===== config.mk =====
export PLATFORM = sky130hd
export DESIGN_NAME = tcp_syn_header_generator
export DESIGN_NICKNAME = d
export VERILOG_FILES = /design/src/hdl/tsg_pkg.sv /design/src/hdl/tcp_syn_header_generator.sv /design/src/hdl/tsg_front.sv /design/src/hdl/tsg_queue.sv /design/src/hdl/tsg_back.sv
export SDC_FILE = /design/constraint.sdc
export NUM_CORES = 1
export LEC_CHECK = 0
export BUFFER_PORTS_ARGS = -buffer_cell sky130_fd_sc_hd__buf_2
export CAP_MARGIN = 20
export CORE_UTILIZATION = 50
export CTS_CLUSTER_DIAMETER = 80
export DETAILED_ROUTE_END_ITERATION = 8
export GPL_TIMING_DRIVEN = 1
export MAX_ROUTING_LAYER = met4
export PLACE_DENSITY_LB_ADDON = 0.05
export SYNTH_ARGS = -nofsm -noshare
export SYNTH_HDL_FRONTEND = slang
export SYNTH_HIERARCHICAL = 1
export SYNTH_SLANG_ARGS = --single-unit

===== constraint.sdc =====
create_clock -name clk -period 10.2 [get_ports clk]
set_input_delay 0.51 -clock clk [delete_from_list [all_inputs] [get_ports clk]]
set_output_delay 0.51 -clock clk [all_outputs]
set_load 0.01 [all_outputs]

===== src/hdl/tsg_pkg.sv =====
// ----------------------------------------------------------------------------
// tsg_pkg
// Shared types and constants of the IPv4/TCP SYN header generator.
// ----------------------------------------------------------------------------
`default_nettype none

package tsg_pkg;

  // packet layout
  localparam int unsigned PKT_WORDS   = 10;
  localparam int unsigned IDX_W       = 4;
  localparam logic [IDX_W-1:0] LAST_IDX = IDX_W'(PKT_WORDS - 1);

  // fixed header fields
  localparam logic [15:0] IP_VER_IHL_TOS = 16'h4500;
  localparam logic [15:0] IP_TOTAL_LEN   = 16'd40;
  localparam logic [15:0] IP_ID          = 16'd54321;
  localparam logic [7:0]  IP_TTL         = 8'd64;
  localparam logic [7:0]  IP_PROTO_TCP   = 8'd6;
  localparam logic [15:0] TCP_LEN        = 16'd20;
  localparam logic [3:0]  TCP_DOFF       = 4'd5;
  localparam logic [11:0] TCP_FLAGS_SYN  = 12'h002;
  localparam logic [15:0] TCP_WINDOW     = 16'd5840;

  // partial sums of the 16-bit words that never change
  localparam int unsigned SUM_W = 19;
  localparam logic [SUM_W-1:0] IP_SUM_BASE =
    SUM_W'(IP_VER_IHL_TOS) + SUM_W'(IP_TOTAL_LEN) + SUM_W'(IP_ID) +
    SUM_W'({IP_TTL, IP_PROTO_TCP});
  localparam logic [SUM_W-1:0] TCP_SUM_BASE =
    SUM_W'({8'd0, IP_PROTO_TCP}) + SUM_W'(TCP_LEN) +
    SUM_W'({TCP_DOFF, TCP_FLAGS_SYN}) + SUM_W'(TCP_WINDOW);

  // queue between front and back
  localparam int unsigned QDEPTH = 2;
  localparam int unsigned QPTR_W = (QDEPTH > 1) ? $clog2(QDEPTH) : 1;
  localparam int unsigned QCNT_W = $clog2(QDEPTH + 1);

  // one classified request with finished checksums
  typedef struct packed {
    logic [31:0] src;
    logic [31:0] dst;
    logic [15:0] sport;
    logic [15:0] dport;
    logic [15:0] ip_csum;
    logic [15:0] tcp_csum;
  } pkt_entry_t;

  // front to queue
  typedef struct packed {
    logic       push;
    pkt_entry_t entry;
  } q_push_t;

  // queue status
  typedef struct packed {
    logic full;
    logic empty;
  } q_stat_t;

endpackage

`default_nettype wire


===== src/hdl/tcp_syn_header_generator.sv =====
// ----------------------------------------------------------------------------
// tcp_syn_header_generator
// Builds a 40-byte IPv4 + TCP SYN packet with both checksums filled in.
// ----------------------------------------------------------------------------
// A request is taken when start is high and busy is low. Its packet leaves
// as ten 32-bit words in network byte order, word 0 first, one word per
// cycle with out_valid high and out_last_word marking word 9; the receiver
// cannot stall the stream. A request reaches the first word through the
// checksum register, the queue, the serializer's request register and the
// output register. The word output limits the sustained request rate; a
// two-entry queue lets requests be taken while earlier packets stream out,
// and busy rises only when it and the checksum stage are both full.
`default_nettype none

module tcp_syn_header_generator import tsg_pkg::*; (
  input  wire logic        clk,
  input  wire logic        rst_n,
  input  wire logic        start,
  output logic             busy,
  input  wire logic [31:0] in_source_address,
  input  wire logic [31:0] in_destination_address,
  input  wire logic [15:0] in_source_port,
  input  wire logic [15:0] in_destination_port,
  output logic             out_valid,
  output logic [31:0]      out_packet_word,
  output logic [3:0]       out_word_index,
  output logic             out_last_word
);

  q_push_t    q_push;
  q_stat_t    q_stat;
  pkt_entry_t head;
  logic       pop;

  // checksum front
  tsg_front u_front (
    .clk                    (clk),
    .rst_n                  (rst_n),
    .start                  (start),
    .busy                   (busy),
    .in_source_address      (in_source_address),
    .in_destination_address (in_destination_address),
    .in_source_port         (in_source_port),
    .in_destination_port    (in_destination_port),
    .q_stat                 (q_stat),
    .q_push                 (q_push)
  );

  // decoupling queue
  tsg_queue u_queue (
    .clk    (clk),
    .rst_n  (rst_n),
    .q_push (q_push),
    .pop    (pop),
    .q_stat (q_stat),
    .head   (head)
  );

  // word serializer
  tsg_back u_back (
    .clk             (clk),
    .rst_n           (rst_n),
    .q_stat          (q_stat),
    .head            (head),
    .pop             (pop),
    .out_valid       (out_valid),
    .out_packet_word (out_packet_word),
    .out_word_index  (out_word_index),
    .out_last_word   (out_last_word)
  );

endmodule

`default_nettype wire


===== src/hdl/tsg_front.sv =====
// ----------------------------------------------------------------------------
// tsg_front
// Accepts a request, sums the header words and finishes both checksums.
// ----------------------------------------------------------------------------
`default_nettype none

module tsg_front import tsg_pkg::*; (
  input  wire logic        clk,
  input  wire logic        rst_n,
  input  wire logic        start,
  output logic             busy,
  input  wire logic [31:0] in_source_address,
  input  wire logic [31:0] in_destination_address,
  input  wire logic [15:0] in_source_port,
  input  wire logic [15:0] in_destination_port,
  input  wire q_stat_t     q_stat,
  output q_push_t          q_push
);

  logic             s1_valid_r, s1_valid_nxt;
  logic [31:0]      src_r, dst_r;
  logic [15:0]      sport_r, dport_r;
  logic [SUM_W-1:0] ip_sum_r, tcp_sum_r;
  logic             accept, push;
  logic [16:0]      ip_f1, tcp_f1;
  logic [16:0]      ip_f2, tcp_f2;

  // stage holds while the queue is full
  assign push   = s1_valid_r && !q_stat.full;
  assign busy   = s1_valid_r && q_stat.full;
  assign accept = start && !busy;

  always_comb begin
    s1_valid_nxt = s1_valid_r;
    if (accept) begin
      s1_valid_nxt = 1'b1;
    end else if (push) begin
      s1_valid_nxt = 1'b0;
    end
  end

  always_ff @(posedge clk) begin
    if (!rst_n) begin
      s1_valid_r <= 1'b0;
    end else begin
      s1_valid_r <= s1_valid_nxt;
    end
  end

  // partial sums of the variable words on accept
  always_ff @(posedge clk) begin
    if (accept) begin
      src_r     <= in_source_address;
      dst_r     <= in_destination_address;
      sport_r   <= in_source_port;
      dport_r   <= in_destination_port;
      ip_sum_r  <= IP_SUM_BASE +
                   SUM_W'(in_source_address[31:16]) + SUM_W'(in_source_address[15:0]) +
                   SUM_W'(in_destination_address[31:16]) +
                   SUM_W'(in_destination_address[15:0]);
      tcp_sum_r <= TCP_SUM_BASE +
                   SUM_W'(in_source_address[31:16]) + SUM_W'(in_source_address[15:0]) +
                   SUM_W'(in_destination_address[31:16]) +
                   SUM_W'(in_destination_address[15:0]) +
                   SUM_W'(in_source_port) + SUM_W'(in_destination_port);
    end
  end

  // end-around carry fold, two passes cover the 19-bit sum
  assign ip_f1  = 17'(ip_sum_r[15:0]) + 17'(ip_sum_r[SUM_W-1:16]);
  assign ip_f2  = 17'(ip_f1[15:0]) + 17'(ip_f1[16]);
  assign tcp_f1 = 17'(tcp_sum_r[15:0]) + 17'(tcp_sum_r[SUM_W-1:16]);
  assign tcp_f2 = 17'(tcp_f1[15:0]) + 17'(tcp_f1[16]);

  always_comb begin
    q_push.push           = push;
    q_push.entry.src      = src_r;
    q_push.entry.dst      = dst_r;
    q_push.entry.sport    = sport_r;
    q_push.entry.dport    = dport_r;
    q_push.entry.ip_csum  = ~ip_f2[15:0];
    q_push.entry.tcp_csum = ~tcp_f2[15:0];
  end

endmodule

`default_nettype wire


===== src/hdl/tsg_queue.sv =====
// ----------------------------------------------------------------------------
// tsg_queue
// Small FIFO that decouples the checksum front from the word back.
// ----------------------------------------------------------------------------
`default_nettype none

module tsg_queue import tsg_pkg::*; (
  input  wire logic    clk,
  input  wire logic    rst_n,
  input  wire q_push_t q_push,
  input  wire logic    pop,
  output q_stat_t      q_stat,
  output pkt_entry_t   head
);

  pkt_entry_t        mem_r [QDEPTH];
  logic [QPTR_W-1:0] wr_ptr_r, wr_ptr_nxt;
  logic [QPTR_W-1:0] rd_ptr_r, rd_ptr_nxt;
  logic [QCNT_W-1:0] cnt_r, cnt_nxt;
  logic              do_push, do_pop;

  assign q_stat.full  = (cnt_r == QCNT_W'(QDEPTH));
  assign q_stat.empty = (cnt_r == '0);
  assign do_push      = q_push.push && !q_stat.full;
  assign do_pop       = pop && !q_stat.empty;
  assign head         = mem_r[rd_ptr_r];

  // pointer and fill count update
  always_comb begin
    wr_ptr_nxt = wr_ptr_r;
    rd_ptr_nxt = rd_ptr_r;
    cnt_nxt    = cnt_r;
    if (do_push) begin
      wr_ptr_nxt = (wr_ptr_r == QPTR_W'(QDEPTH - 1)) ? '0 : wr_ptr_r + 1'b1;
    end
    if (do_pop) begin
      rd_ptr_nxt = (rd_ptr_r == QPTR_W'(QDEPTH - 1)) ? '0 : rd_ptr_r + 1'b1;
    end
    if (do_push && !do_pop) begin
      cnt_nxt = cnt_r + 1'b1;
    end else if (do_pop && !do_push) begin
      cnt_nxt = cnt_r - 1'b1;
    end
  end

  always_ff @(posedge clk) begin
    if (!rst_n) begin
      wr_ptr_r <= '0;
      rd_ptr_r <= '0;
      cnt_r    <= '0;
    end else begin
      wr_ptr_r <= wr_ptr_nxt;
      rd_ptr_r <= rd_ptr_nxt;
      cnt_r    <= cnt_nxt;
    end
  end

  // entry storage
  always_ff @(posedge clk) begin
    if (do_push) begin
      mem_r[wr_ptr_r] <= q_push.entry;
    end
  end

endmodule

`default_nettype wire


===== src/hdl/tsg_back.sv =====
// ----------------------------------------------------------------------------
// tsg_back
// Walks one queued request through its ten packet words, one per cycle.
// ----------------------------------------------------------------------------
`default_nettype none

module tsg_back import tsg_pkg::*; (
  input  wire logic       clk,
  input  wire logic       rst_n,
  input  wire q_stat_t    q_stat,
  input  wire pkt_entry_t head,
  output logic            pop,
  output logic            out_valid,
  output logic [31:0]     out_packet_word,
  output logic [3:0]      out_word_index,
  output logic            out_last_word
);

  pkt_entry_t       cur_r;
  logic             act_r, act_nxt;
  logic [IDX_W-1:0] idx_r, idx_nxt;
  logic             at_last;
  logic             out_valid_r;
  logic [31:0]      word_r;
  logic [IDX_W-1:0] word_idx_r;
  logic             last_r;
  logic [31:0]      word;

  assign at_last = (idx_r == LAST_IDX);
  assign pop     = (!act_r || at_last) && !q_stat.empty;

  // word counter and next-request load
  always_comb begin
    act_nxt = act_r;
    idx_nxt = idx_r;
    if (pop) begin
      act_nxt = 1'b1;
      idx_nxt = '0;
    end else if (act_r && at_last) begin
      act_nxt = 1'b0;
    end else if (act_r) begin
      idx_nxt = idx_r + 1'b1;
    end
  end

  always_ff @(posedge clk) begin
    if (!rst_n) begin
      act_r       <= 1'b0;
      idx_r       <= '0;
      out_valid_r <= 1'b0;
    end else begin
      act_r       <= act_nxt;
      idx_r       <= idx_nxt;
      out_valid_r <= act_r;
    end
  end

  always_ff @(posedge clk) begin
    if (pop) begin
      cur_r <= head;
    end
  end

  // packet word select
  always_comb begin
    unique case (idx_r)
      4'd0:    word = {IP_VER_IHL_TOS, IP_TOTAL_LEN};
      4'd1:    word = {IP_ID, 16'h0000};
      4'd2:    word = {IP_TTL, IP_PROTO_TCP, cur_r.ip_csum};
      4'd3:    word = cur_r.src;
      4'd4:    word = cur_r.dst;
      4'd5:    word = {cur_r.sport, cur_r.dport};
      4'd8:    word = {TCP_DOFF, TCP_FLAGS_SYN, TCP_WINDOW};
      4'd9:    word = {cur_r.tcp_csum, 16'h0000};
      default: word = 32'h0000_0000;
    endcase
  end

  // output register
  always_ff @(posedge clk) begin
    word_r     <= word;
    word_idx_r <= idx_r;
    last_r     <= at_last;
  end

  assign out_valid       = out_valid_r;
  assign out_packet_word = word_r;
  assign out_word_index  = word_idx_r;
  assign out_last_word   = out_valid_r && last_r;

endmodule

`default_nettype wire


==> impl_metrics.toml <==
[cells_and_area]
nNetsFinal = 2040
area_growth_pct = 13.10
drive_gt1_share_pct = 22.25
fin_util_pct = 57.78

[power_and_ir_drop]
peakVddDrop_uv = 177.6
pwr_density_cell_nw_per_um2 = 283.9
leakage_nw = 10.83

[cts]
cts_hold_buf = 0
clock_path_buffers = 3
clk_latency_ns = 0.61
cts_tree = "built"
cts_setup_buffers = 0
cts_root_buffer = "clkbuf_16"
cts_buffers = 58
htreeDepth = 2
cts_num_sinks = 567
postCtsResizedCells = 0
clk_pin_slew_worst_paths_ns = 0.06

[setup_path]
critPathMostFrequentCell = "fa_1"
critPathCaptureType = "flop"
cpMaxStageDelayCell = "fa_1"
cp_max_fo = 3
r2r_end = "u_queue/mem_r[1][29]"
arrival_ns = 4.94
worstSetupStartpointType = "input pin"
r2r-start = "u_front/ip_sum_r[2]"
max_stage_delay_ns = 0.52
ff2ff_path_depth = 11
cp_cell_sequence = "buf_2, fa_1, fa_1, inv_1, fa_1, fa_1, inv_1, ha_1, fa_1, a21o_1, a21oi_1, o211ai_1, a41oi_1, o21ai_1, a21oi_1, xnor2_1"
r2r_slack_ns = 6.19
criticalPathCategory = "in2reg"
cp.required_ns = 10.55

[logic_synthesis]
synth_cell_types = 75
synthFlopType = "edfxtp_1"
netlist_area_um2 = 25220
async_reset_ff_share_pct = 0
ys_seq_area_share_pct = 65.58
synth_area_per_cell_um2 = 15.77
syn-num-nets = 1872
syn_inst = 1599
yosys_warnings = 6
ys_ff_latch = 567
synth_edf_count = 518

[run_status]
status = "completed"

[sta]
setup_violations = 0
rsz0062_at_grt = "false"
tightest_slew_ns = 1.130
maxClockFrequency_ghz = 0.2179
holdWs_ns = 0.08877
slew_viol_final = 0
setup_tns_ns = 0
finalCritPeriodShare_pct = 44.99
hold_viol_final = 0
clock_skew_ns = 0.01171
fin_crit_ns = 4.589
slew_headroom_pct = 24.49

[hold_path]
hold_start = "in_source_address[5]"
hp-class = "in2reg"
whs_endpoint = "u_front/src_r[5]"
hold-path-cell-count = 1

[die]
ios = 138
die_height_um = 226.6
die_area_um2 = 51340
die_w_um = 226.6
rows = 81
coreArea_um2 = 49360
start_util_pct = 51.09

[detailed_routing]
wl_per_cell_um = 22.57
totalWireLength_mm = 56.01
viasPerCell = 5.340
vias = 13260
drc_errors = 0
first_pass_iters = 7
antenna_left = 0
drt_iter0_drc = 950

[grt]
grt_pass1_wl_mm = 83.87
first_global_vias = 13530
antenna_found_initial = 1
gr-total-overflow = 0
grt_max_degree = 135
track_usage_pct = 23.37

[place]
place.gp.congestion = 0.8587
io_buffers = 137
dp_hpwl_mm = 38.04

[flow_run]
drv_cap = 0
==> kinds of logic (layout without fill, tap and decap cells) <==
kind of cell / count (synthesis) / count (layout) / share of synthesized area, %
multiplexers: 130 / 130 / 5.795
AND/OR/NAND/NOR: 197 / 197 / 4.411
adder cells (fa/ha/maj): 174 / 174 / 11.49
XOR/XNOR: 72 / 72 / 2.531
flip-flops: 567 / 567 / 65.58
other: 0 / 2 / 0
AO/OA/AOI/OAI: 209 / 209 / 5.835
buffers and inverters: 250 / 467 / 4.361
==> placed cells by master (no fill, tap or decap), types with 17 or more instances in the layout <==
master	Yosys	final
ha_1	78	78
a22oi_1	23	23
clkbuf_16	0	59
inv_1	203	203
dfxtp_1	49	47
mux2_2	128	128
nand3_1	32	32
buf_2	9	137
fa_1	96	96
xnor2_1	44	44
nor2_1	20	20
xor2_1	27	27
a21o_1	17	17
edfxtp_1	518	518
a21oi_1	41	40
o21ai_0	19	19
nand2_1	45	45
==> per-layer routing <==
layer	part of all wire [%]	up-vias	GRT usage [%]
met5	0	-	-
met4	3.0	0	7.868
met3	6.3	93	4.108
met2	47	363	35.84
met1	44	6655	31.68
li1	-	6144	-
==> through the flow <==
| stage | power (mW) | instances | setup slack [ns] | instance area [um^2] |
|---|---|---|---|---|
| finish | 8.098 | 2482 | 5.611 | 28520 |
| global route | 8.561 | 2481 | 5.389 | 28520 |
| CTS | 8.185 | 2480 | 5.624 | 28510 |
| detailed placement | 6.039 | 2371 | 4.986 | 26590 |
| global placement | 6.005 | 2370 | 5.035 | 26580 |
| floorplan | 5.388 | 1599 | 1.108 | 25220 |
==> final cells by class <==
cell class,count,area (um^2)
Sequential cell,567,16540
Timing Repair Buffer,154,829.5
Antenna cell,2,5.005
Fill cell,3896,20840
Clock buffer,83,1680
Multi-Input combinational cell,782,7621
Inverter,204,765.7
Tap cell,664,830.8
Clock inverter,26,246.5
==> critical path: cells and delay by family <==
family	cells	cell delay, ns
buf+inv	3	0.22
fa+ha+maj	6	2.67
compound gates	6	1.43
xor+xnor	1	0.09
==> where the power goes <==
part	switching, mW	internal [mW]
registers	0.274	3.39
logic	1.38	0.928
clock network	0.875	1.25
total	2.53	5.57
==> cell usage after synthesis, types with 8 or more instances <==
cell | instances | share of area, %
a211oi_1 | 8 | 0.24
a21o_1 | 17 | 0.51
a21oi_1 | 41 | 0.81
a22o_1 | 8 | 0.28
a22oi_1 | 23 | 0.68
and2_1 | 12 | 0.30
and3_1 | 12 | 0.30
buf_2 | 9 | 0.18
buf_4 | 12 | 0.36
buf_6 | 14 | 0.63
clkbuf_1 | 11 | 0.16
dfxtp_1 | 49 | 3.9
edfxtp_1 | 518 | 62
fa_1 | 96 | 7.6
ha_1 | 78 | 3.9
inv_1 | 203 | 3.0
mux2_2 | 128 | 5.7
nand2_1 | 45 | 0.67
nand3_1 | 32 | 0.64
nor2_1 | 20 | 0.30
nor2b_1 | 11 | 0.27
nor3_1 | 10 | 0.20
o21ai_0 | 19 | 0.38
o21ai_1 | 15 | 0.30
xnor2_1 | 44 | 1.5
xor2_1 | 27 | 0.94
==> state kept, by name, summed over array words and instances (netlist names), named ones only <==
signal / count
u_back/out_packet_word: 32
u_queue/cnt_r: 2
u_front/dst_r: 32
u_back/act_r: 1
u_back/idx_r: 4
u_front/tcp_sum_r: 19
u_front/sport_r: 16
u_back/out_word_index: 4
u_queue/mem_r: 256
u_front/s1_valid_r: 1
u_front/dport_r: 16
u_back/cur_r: 128
u_back/last_r: 1
u_front/src_r: 32
u_back/out_valid: 1
u_queue/wr_ptr_r: 1
u_front/ip_sum_r: 19
u_queue/rd_ptr_r: 1
==> worst max path at each step <==
stage,depth (start not counted),end,startpoint
finish,16,u_front/tcp_sum_r[17],in_destination_address[3]
global route,16,u_front/tcp_sum_r[17],in_destination_address[3]
CTS,16,u_front/tcp_sum_r[17],in_destination_address[3]
detailed placement,16,u_front/tcp_sum_r[17],in_destination_address[3]
global placement,16,u_front/tcp_sum_r[17],in_destination_address[3]
floorplan,9,u_queue/cnt_r[1],u_back/idx_r[1]
Note: power is estimated with default switching activity, not from simulation.
